### src/hdl/zvd_pkg.sv
// ----------------------------------------------------------------------------
// zvd_pkg
// Types, constants and control records shared by the zero-velocity detector.
// ----------------------------------------------------------------------------
package zvd_pkg;

    localparam int WINDOW_DEF = 16;
    localparam int STAT_W     = 48;

    localparam logic [1:0] REG_GRAVITY     = 2'd0;
    localparam logic [1:0] REG_INV_SIGMA_A = 2'd1;
    localparam logic [1:0] REG_INV_SIGMA_G = 2'd2;
    localparam logic [1:0] REG_THRESHOLD   = 2'd3;

    localparam logic [15:0] GRAVITY_RST     = 16'd2511;
    localparam logic [23:0] INV_SIGMA_A_RST = 24'd59578;
    localparam logic [23:0] INV_SIGMA_G_RST = 24'd1877454;

    typedef enum logic [3:0] {
        ST_IDLE,
        ST_EVICT,
        ST_MAG,
        ST_SQRT,
        ST_DEV,
        ST_MUL,
        ST_SUM,
        ST_OUT
    } zvd_state_t;

    typedef struct packed {
        logic load;       // latch sample, read oldest entry
        logic evict;      // subtract oldest entry, add new one, write ring
        logic mag_step;   // accumulate one axis of |Sa|^2
        logic sqrt_init;
        logic sqrt_step;
        logic dev;
        logic mul;
        logic sum;
        logic out_load;
    } zvd_cmd_t;

    typedef struct packed {
        logic mag_last;
        logic sqrt_done;
        logic warm;
    } zvd_status_t;

endpackage

### src/hdl/zvd_ctrl.sv
// ----------------------------------------------------------------------------
// zvd_ctrl
// Sequencer: steps one sample through root, weighting and window update.
// ----------------------------------------------------------------------------
module zvd_ctrl
    import zvd_pkg::*;
(
    input  logic        aclk,
    input  logic        aresetn,
    input  logic        s_tvalid,
    output logic        s_tready,
    input  logic        out_busy,
    input  zvd_status_t stat,
    output zvd_cmd_t    cmd
);

    zvd_state_t state_reg, state_next;

    always_ff @(posedge aclk) begin
        if (!aresetn) state_reg <= ST_IDLE;
        else          state_reg <= state_next;
    end

    // judge on the old window first, then fold the new sample in
    always_comb begin
        state_next = state_reg;
        case (state_reg)
            ST_IDLE:  if (s_tvalid) state_next = ST_MAG;
            ST_MAG: begin
                if (stat.warm)          state_next = ST_EVICT;
                else if (stat.mag_last) state_next = ST_SQRT;
            end
            ST_SQRT:  if (stat.sqrt_done) state_next = ST_DEV;
            ST_DEV:   state_next = ST_MUL;
            ST_MUL:   state_next = ST_SUM;
            ST_SUM:   state_next = ST_EVICT;
            ST_EVICT: state_next = ST_OUT;
            ST_OUT:   if (!out_busy) state_next = ST_IDLE;
            default:  state_next = ST_IDLE;
        endcase
    end

    always_comb begin
        cmd      = '0;
        s_tready = 1'b0;
        case (state_reg)
            ST_IDLE: begin
                s_tready = 1'b1;
                cmd.load = s_tvalid;
            end
            ST_MAG: begin
                cmd.mag_step  = !stat.warm;
                cmd.sqrt_init = !stat.warm && stat.mag_last;
            end
            ST_SQRT:  cmd.sqrt_step = 1'b1;
            ST_DEV:   cmd.dev = 1'b1;
            ST_MUL:   cmd.mul = 1'b1;
            ST_SUM:   cmd.sum = 1'b1;
            ST_EVICT: cmd.evict = 1'b1;
            ST_OUT:   cmd.out_load = !out_busy;
            default:  cmd = '0;
        endcase
    end

endmodule

### config.mk
export PLATFORM = sky130hd
export DESIGN_NAME = zvd_ctrl
export DESIGN_NICKNAME = d
export VERILOG_FILES = /design/src/hdl/zvd_pkg.sv /design/src/hdl/zvd_ctrl.sv
export SDC_FILE = /design/constraint.sdc
export NUM_CORES = 1
export LEC_CHECK = 0
export BUFFER_PORTS_ARGS = -buffer_cell sky130_fd_sc_hd__buf_2
export CORE_AREA = 8 8 45 47
export DETAILED_ROUTE_END_ITERATION = 10
export DIE_AREA = 0 0 53 55
export PLACE_DENSITY_LB_ADDON = 0.25
export SYNTH_ARGS = -nofsm -noshare
export SYNTH_HDL_FRONTEND = slang
export SYNTH_SLANG_ARGS = --single-unit
### constraint.sdc
create_clock -name aclk -period 1.2 [get_ports aclk]
set_input_delay 0.06 -clock aclk [delete_from_list [all_inputs] [get_ports aclk]]
set_output_delay 0.06 -clock aclk [all_outputs]
set_load 0.02 [all_outputs]
==> key figures, run 1 <==
Synthesis
  • Post-synthesis adder-cell area fraction: 0
  • Synth Area in Compound Gates: 0.2917
  • Register area share after synthesis: 0.2222
  • XOR/XNOR share of the synthesized area: 0
  • Mux cell area share after synthesis: 0.05556
  • Synth Instances: 33
  • Synth cell types: 19
  • YS warnings: 0
  • Synthesized cell area: roughly 270 um2
  • Post-Synth Simple-Gate Area: 0.3194
  • Synth Net Count: 40
  • Synth Area per Inst: slightly above 8 um2
  • Synth Register Bits: 3
  • Largest family of logic cells by synthesized area: simple AND/OR/NAND/NOR gates

Run status
  • Violated checks: negative setup slack
  • Outcome: finished, violations left

Timing
  • Final hold violation count: 0
  • Worst slew pin tran: ~0.28 ns
  • Slew Limit Fails: 0
  • F_max: approximately 830 MHz
  • Final WS setup: -0.006215 ns
  • Slew HR: 0.8151
  • # setup viols final: 1
  • Tmin final: 1.206 ns
  • Final Cycle Share: 1.005
  • RSZ-0062 raised after global routing: true
  • Worst Clk Skew: around 0.0037 ns

Die
  • Boundary pin count: 17
  • Core Area: between 1000 and 1500 um2
  • # rows: 14
  • Die X: ~53 um
  • Die area: between 2000 and 3000 um2
  • Die H: 55 um
  • Starting Density: 0.1953

Global route
  • Global Route Usage Sum: 0.06663
  • GRT overflow: 0
  • First-pass GRT wire length: 1.421 mm
  • Largest net degree at the start of global routing: 9
  • Vias in the first global route: approximately 350
  • Initial antenna violation count: 0

Clocking
  • CTS Root Cell: clkbuf_4
  • Reg clk slew, reported paths: about 0.040 ns
  • Clock Path Buffers: 2
  • Clock Latency Late Sink: ~0.23 ns
  • Clock H-tree levels: 1
  • Sink Count: 3
  • CTS tree: yes
  • CTS Buf Count: 3
  • Cts hold-fix bufs: 0

Routing
  • Avg WL per Cell: around 12 um
  • Drt total wl: between 800 and 900 um
  • DRT Pass-1 Iters: 2
  • Via Count: 326
  • Post-route ant nets: 0
  • DR iter-0 viols: 2
  • DRC: 0
  • Via-to-Cell Ratio: about 4.3

Place
  • Final Wtd Congestion: slightly above 0.7
  • Post-DP HPWL: around 660 um
  • I/O Buffers: 16
  • Pre-CTS setup slack: between 0.02 and 0.03 ns

Pwr
  • Clk pwr share: 0.221
  • Pint: a little under 0.0005 W
  • Leak pwr: roughly 0.24 nW
  • Psw: 0.0003006 W
  • Reg power frac: 0.218
  • Pwr Density: about 1500 nW/um2
  • Comb power frac: 0.561
  • Switch share: 0.3779
  • Peak VDD IR: around 0.00054 V

Setup path
  • Critical Path RT: 1.14 ns
  • Cell Chain, Critical Path: buf_6 > nor3_4 > and2_4 > buf_6
  • Worst setup EP type: primary output
  • Worst Setup Start Kind: register
  • Data arrival, critical path: between 1 and 1.5 ns
  • Crit-path leading delay family: flip-flops
  • Cell at the slowest stage of the critical path: dfxtp_4
  • Crit Path Class: reg2out
  • Max incr delay on CP: 0.35 ns
  • CP Max Fanout: 4
  • Worst Path Buf+Inv: 2
  • Crit path top cell by count: buf_6

Final layout
  • Layout cell share with drive strength beyond 1: 0.6780
  • N_diodes: 0
  • Fill cell count: 142
  • Max reg flops: 3
  • Layout area overhead: 91.20%
  • Fin util: 0.3734
  • Final #Nets: 67

Run
  • Max-Cap Viols: 0

Min path
  • Worst min-delay path class: in2reg
==> through the flow <==
stage | hold slack, ns | total power [W] | std cells | TNS (ns) | instance area, um2
2_1_floorplan | 0.1595 | 0.0004007 | 33 | -0.02044 | 284.0
3_3_place_gp | 0.3053 | 0.0004994 | 66 | 0 | 387.9
3_5_place_dp | 0.3020 | 0.0004959 | 66 | 0 | 387.9
4_1_cts | 0.05466 | 0.0007701 | 74 | -0.01360 | 480.5
5_1_grt | 0.04838 | 0.0008510 | 75 | -0.1257 | 516.7
6_report | 0.06622 | 0.0007954 | 75 | -0.006215 | 516.7
==> cells by family (layout without fill, tap and decap cells) <==
| kind of cell | after synthesis | after routing |
|---|---|---|
| buffers and inverters | 4 | 30 |
| and+or+nand+nor | 14 | 14 |
| DFF | 3 | 3 |
| AOI/OAI and AO/OA | 11 | 11 |
| muxes | 1 | 1 |
==> area by class of cell <==
cell class / count / area, um2 / area share
Clock buffer: 4 / 26.28 / 0.05085
Multi-Input combinational cell: 26 / 215.2 / 0.4165
Tap cell: 16 / 20.02 / 0.03874
Timing Repair Buffer: 25 / 180.2 / 0.3487
Inverter: 1 / 3.754 / 0.007264
Sequential cell: 3 / 71.32 / 0.1380
==> power by group through the flow <==
stage | Clock, W | Sequential, W | Combinational, W
after floorplan | 0 | 0.000149 | 0.000252
after global placement | 0 | 0.000172 | 0.000327
after detailed placement | 0 | 0.000171 | 0.000325
after CTS | 0.000185 | 0.000174 | 0.000411
after global routing | 0.000196 | 0.000177 | 0.000478
final | 0.000176 | 0.000173 | 0.000446
==> path summary, 6_finish.rpt <==
| check | from | endpoint | slack [ns] | depth (start not counted) |
|---|---|---|---|---|
| hold / removal | aresetn | state_reg[2] | 0.07 | 2 |
| hold reg to reg | state_reg[0] | state_reg[0] | 0.59 | 2 |
| setup / recovery | state_reg[0] | cmd[8] | -0.006 | 4 |
| setup reg to reg | state_reg[0] | state_reg[1] | 0.07 | 3 |
==> placed cells by master (no fill, tap or decap), types with 2 or more instances in the layout <==
cell	synthesis	final
buf_4	2	12
buf_2	0	9
a21oi_1	4	4
buf_6	1	4
clkbuf_4	0	3
dfxtp_4	0	3
nor3b_2	0	2
nand2_1	2	2
nor2_1	2	2
and2_4	0	2
nand2b_1	2	2
o31ai_1	2	2
o21a_1	2	2
==> what timing repair did <==
item | 4_1_cts | 5_1_grt
pin swaps | 4 | 3
resized for setup | 14 | 9
endpoints found under the setup margin | 10 | 7
setup buffers | 4 | 1
==> synthesized netlist by cell type <==
cell type / instances / area share
a21boi_1: 1 / 0.028
a21oi_1: 4 / 0.074
a311oi_2: 1 / 0.056
a31oi_1: 1 / 0.023
and2_1: 2 / 0.046
and3_1: 1 / 0.023
buf_4: 2 / 0.056
buf_6: 1 / 0.042
dfxtp_1: 3 / 0.22
inv_1: 1 / 0.014
mux2_4: 1 / 0.056
nand2_1: 2 / 0.028
nand2b_1: 2 / 0.046
nor2_1: 2 / 0.028
nor3_1: 2 / 0.037
nor3b_1: 2 / 0.056
nor4b_2: 1 / 0.056
o21a_1: 2 / 0.056
o31ai_1: 2 / 0.056
==> metal layers <==
layer	global-route usage	wire length, um
met2	0.09766	414
met5	0	0
met1	0.07132	404
met3	0.03476	55
met4	0.05172	0
Power figures use the tool's default switching activity.
==> run 2: changes to the inputs <==
Settings changed: RECOVER_POWER set to 100, SLEW_MARGIN set to 40.
==> run 2 against run 1 <==
Net effect:
- combinational power decreased by 1%
- sequential cell count unchanged
- critical endpoint unchanged
- first-iteration DRC count unchanged
- count of clock-buffer cells in the layout unchanged
- highest routed layer unchanged
- clock skew about the same
- the flow still finishes with violations (negative setup slack)
- critical path depth unchanged
- die area unchanged
- power decreased by 0.81%
==> key figures, run 2 (synthesis results as in run 1) <==
Setup path
  • Worst Path Buf+Inv: 2 (unchanged)
  • Cell at the slowest stage of the critical path: dfxtp_4 (unchanged)
  • Data arrival, critical path: 1.15 ns (about the same)
  • R2R depth: 3 (unchanged)
  • Crit-path leading delay family: flip-flops (unchanged)
  • R2R Path Start: state_reg[0] (unchanged)
  • Crit Path Class: reg2out (unchanged)
  • Crit path top cell by count: buf_6 (unchanged)
  • CP Max Fanout: 4 (unchanged)
  • Max incr delay on CP: 0.35 ns (about the same)
  • Worst setup EP type: primary output (unchanged)
  • Critical Path RT: 1.14 ns (about the same)
  • Worst Setup Start Kind: register (unchanged)
  • Cell Chain, Critical Path: buf_6 > nor3_4 > and2_4 > buf_6 (unchanged)
  • Reg2reg setup slack: 0.07 ns (about the same)
  • R2r endpoint: state_reg[1] (unchanged)

Run
  • Max-Cap Viols: 0 (unchanged)

Clocking
  • CTS Buf Count: 3 (unchanged)
  • Sink Count: 3 (unchanged)
  • Clock Latency Late Sink: 0.23 ns (about the same)
  • CTS tree: yes (unchanged)
  • Reg clk slew, reported paths: 0.04 ns (about the same)
  • CTS Root Cell: clkbuf_4 (unchanged)
  • Clock Path Buffers: 2 (unchanged)
  • Clock H-tree levels: 1 (unchanged)
  • Cts hold-fix bufs: 0 (unchanged)

Die
  • Die X: 53 um (unchanged)
  • Die area: 2915 um2 (unchanged)
  • # rows: 14 (unchanged)
  • Core Area: 1384 um2 (unchanged)
  • Die H: 55 um (unchanged)
  • Boundary pin count: 17 (unchanged)
  • Starting Density: 0.1953 (unchanged)

Pwr
  • Leak pwr: 0.2401 nW (was 0.2428 nW)
  • Peak VDD IR: 0.0005341 V (was 0.0005371 V)
  • Pwr Density: 1538 nW/um2 (was 1539 nW/um2)

Timing
  • Final hold violation count: 0 (unchanged)
  • # setup viols final: 1 (unchanged)
  • RSZ-0062 raised after global routing: true (unchanged)
  • Worst Clk Skew: 0.003681 ns (was 0.003662 ns)
  • Hold WS: 0.06616 ns (was 0.06622 ns)
  • Post-route setup TNS: -0.006246 ns (was -0.006215 ns)
  • Tmin final: 1.206 ns (about the same)
  • Worst slew pin tran: 0.2751 ns (unchanged)
  • Final WS setup: -0.006246 ns (was -0.006215 ns)
  • Slew Limit Fails: 0 (unchanged)
  • Final Cycle Share: 1.005 (about the same)
  • F_max: 829.0 MHz (about the same)
  • Slew HR: 0.8151 (unchanged)

Place
  • Pre-CTS setup slack: 0.02812 ns (unchanged)
  • I/O Buffers: 16 (unchanged)
  • Final Wtd Congestion: 0.7268 (unchanged)
  • Dpl cell area: 387.9 um2 (unchanged)
  • Post-DP HPWL: 663.5 um (unchanged)

Global route
  • Largest net degree at the start of global routing: 9 (unchanged)
  • Vias in the first global route: 354 (unchanged)
  • Global Route Usage Sum: 0.06663 (unchanged)
  • GRT overflow: 0 (unchanged)
  • Initial antenna violation count: 0 (unchanged)
  • First-pass GRT wire length: 1.421 mm (unchanged)

Run status
  • Outcome: finished, violations left (unchanged)
  • Violated checks: negative setup slack (unchanged)

Min path
  • Hold Crit Endpoint: state_reg[2] (unchanged)
  • Hold depth: 2 (unchanged)
  • Worst min-delay path class: in2reg (unchanged)
  • HP Start: aresetn (unchanged)

Routing
  • Avg WL per Cell: 11.68 um (was 11.65 um)
  • Via-to-Cell Ratio: 4.347 (unchanged)
  • DRT Pass-1 Iters: 2 (unchanged)
  • DR iter-0 viols: 2 (unchanged)
  • DRC: 0 (unchanged)
  • Via Count: 326 (unchanged)
  • Post-route ant nets: 0 (unchanged)
  • Drt total wl: 876 um (was 874 um)

Final layout
  • Final #Nets: 67 (unchanged)
  • Max reg flops: 3 (unchanged)
  • Fin util: 0.3707 (was 0.3734)
  • Commonest non-fill, non-tap cells in the layout: 13 x buf_4, 8 x buf_2, 4 x a21oi_1 (was 12 x buf_4, 9 x buf_2, 4 x a21oi_1, 4 x buf_6)
  • Fin area: 513.0 um2 (was 516.7 um2)
  • Layout cell share with drive strength beyond 1: 0.6780 (unchanged)
  • Commonest non-fill, non-tap cell in the layout: buf_4 (unchanged)
  • N_diodes: 0 (unchanged)
  • Layout area overhead: 89.81% (was 91.20%)
## run 2: worst max path at each step
stage                              end  cells past startpoint         start  slack, ns
after floorplan                 cmd[7]                      2  state_reg[0]      -0.02
after detailed placement        cmd[1]                      3  state_reg[2]       0.03
final                           cmd[8]                      4  state_reg[0]     -0.006
after global placement    state_reg[1]                      2  state_reg[0]       0.04
after global routing            cmd[5]                      3  state_reg[0]      -0.05
after CTS                       cmd[5]                      3  state_reg[0]      -0.01
## run 2: per-stage QoR
step | instances | power [W]
global placement | 66 | 0.0004994
finish | 75 | 0.0007889
detailed placement | 66 | 0.0004959
CTS | 74 | 0.0007701
floorplan | 33 | 0.0004007
global route | 75 | 0.0008437
## run 2: area by class of cell
cell class / instances / area (um2)
Fill cell: 144 / 870.8
Multi-Input combinational cell: 26 / 215.2
Timing Repair Buffer: 25 / 176.4
Sequential cell: 3 / 71.32
Clock buffer: 4 / 26.28
Tap cell: 16 / 20.02
Inverter: 1 / 3.754
## run 2: worst reg2reg max path, cell delays in order, from the launching register on
cell	delay, ns
dfxtp_4	0.37
buf_4	0.13
mux2_4	0.29
a311oi_2	0.25
## run 2: per-layer routing
layer,part of all wire,vias up,GRT usage
li1,-,170,-
met1,0.46,143,0.07132
met2,0.47,13,0.09766
met3,0.063,0,0.03476
met4,0,0,0.05172
met5,0,-,0
## run 2: where the power goes
part | switching [W] | internal, W | leakage, nW
registers | 0.0000406 | 0.000131 | 0.0267
clock network | 0.0000515 | 0.000125 | 0.0150
logic | 0.000207 | 0.000234 | 0.198
total | 0.000299 | 0.000490 | 0.240
## run 2: repair_timing
item | CTS | global route
pin swaps | 4 | 3
endpoints found under the setup margin | 10 | 7
gates resized for setup | 14 | 9
buffers inserted | 4 | 1
hold endpoints to repair | 0 | 0
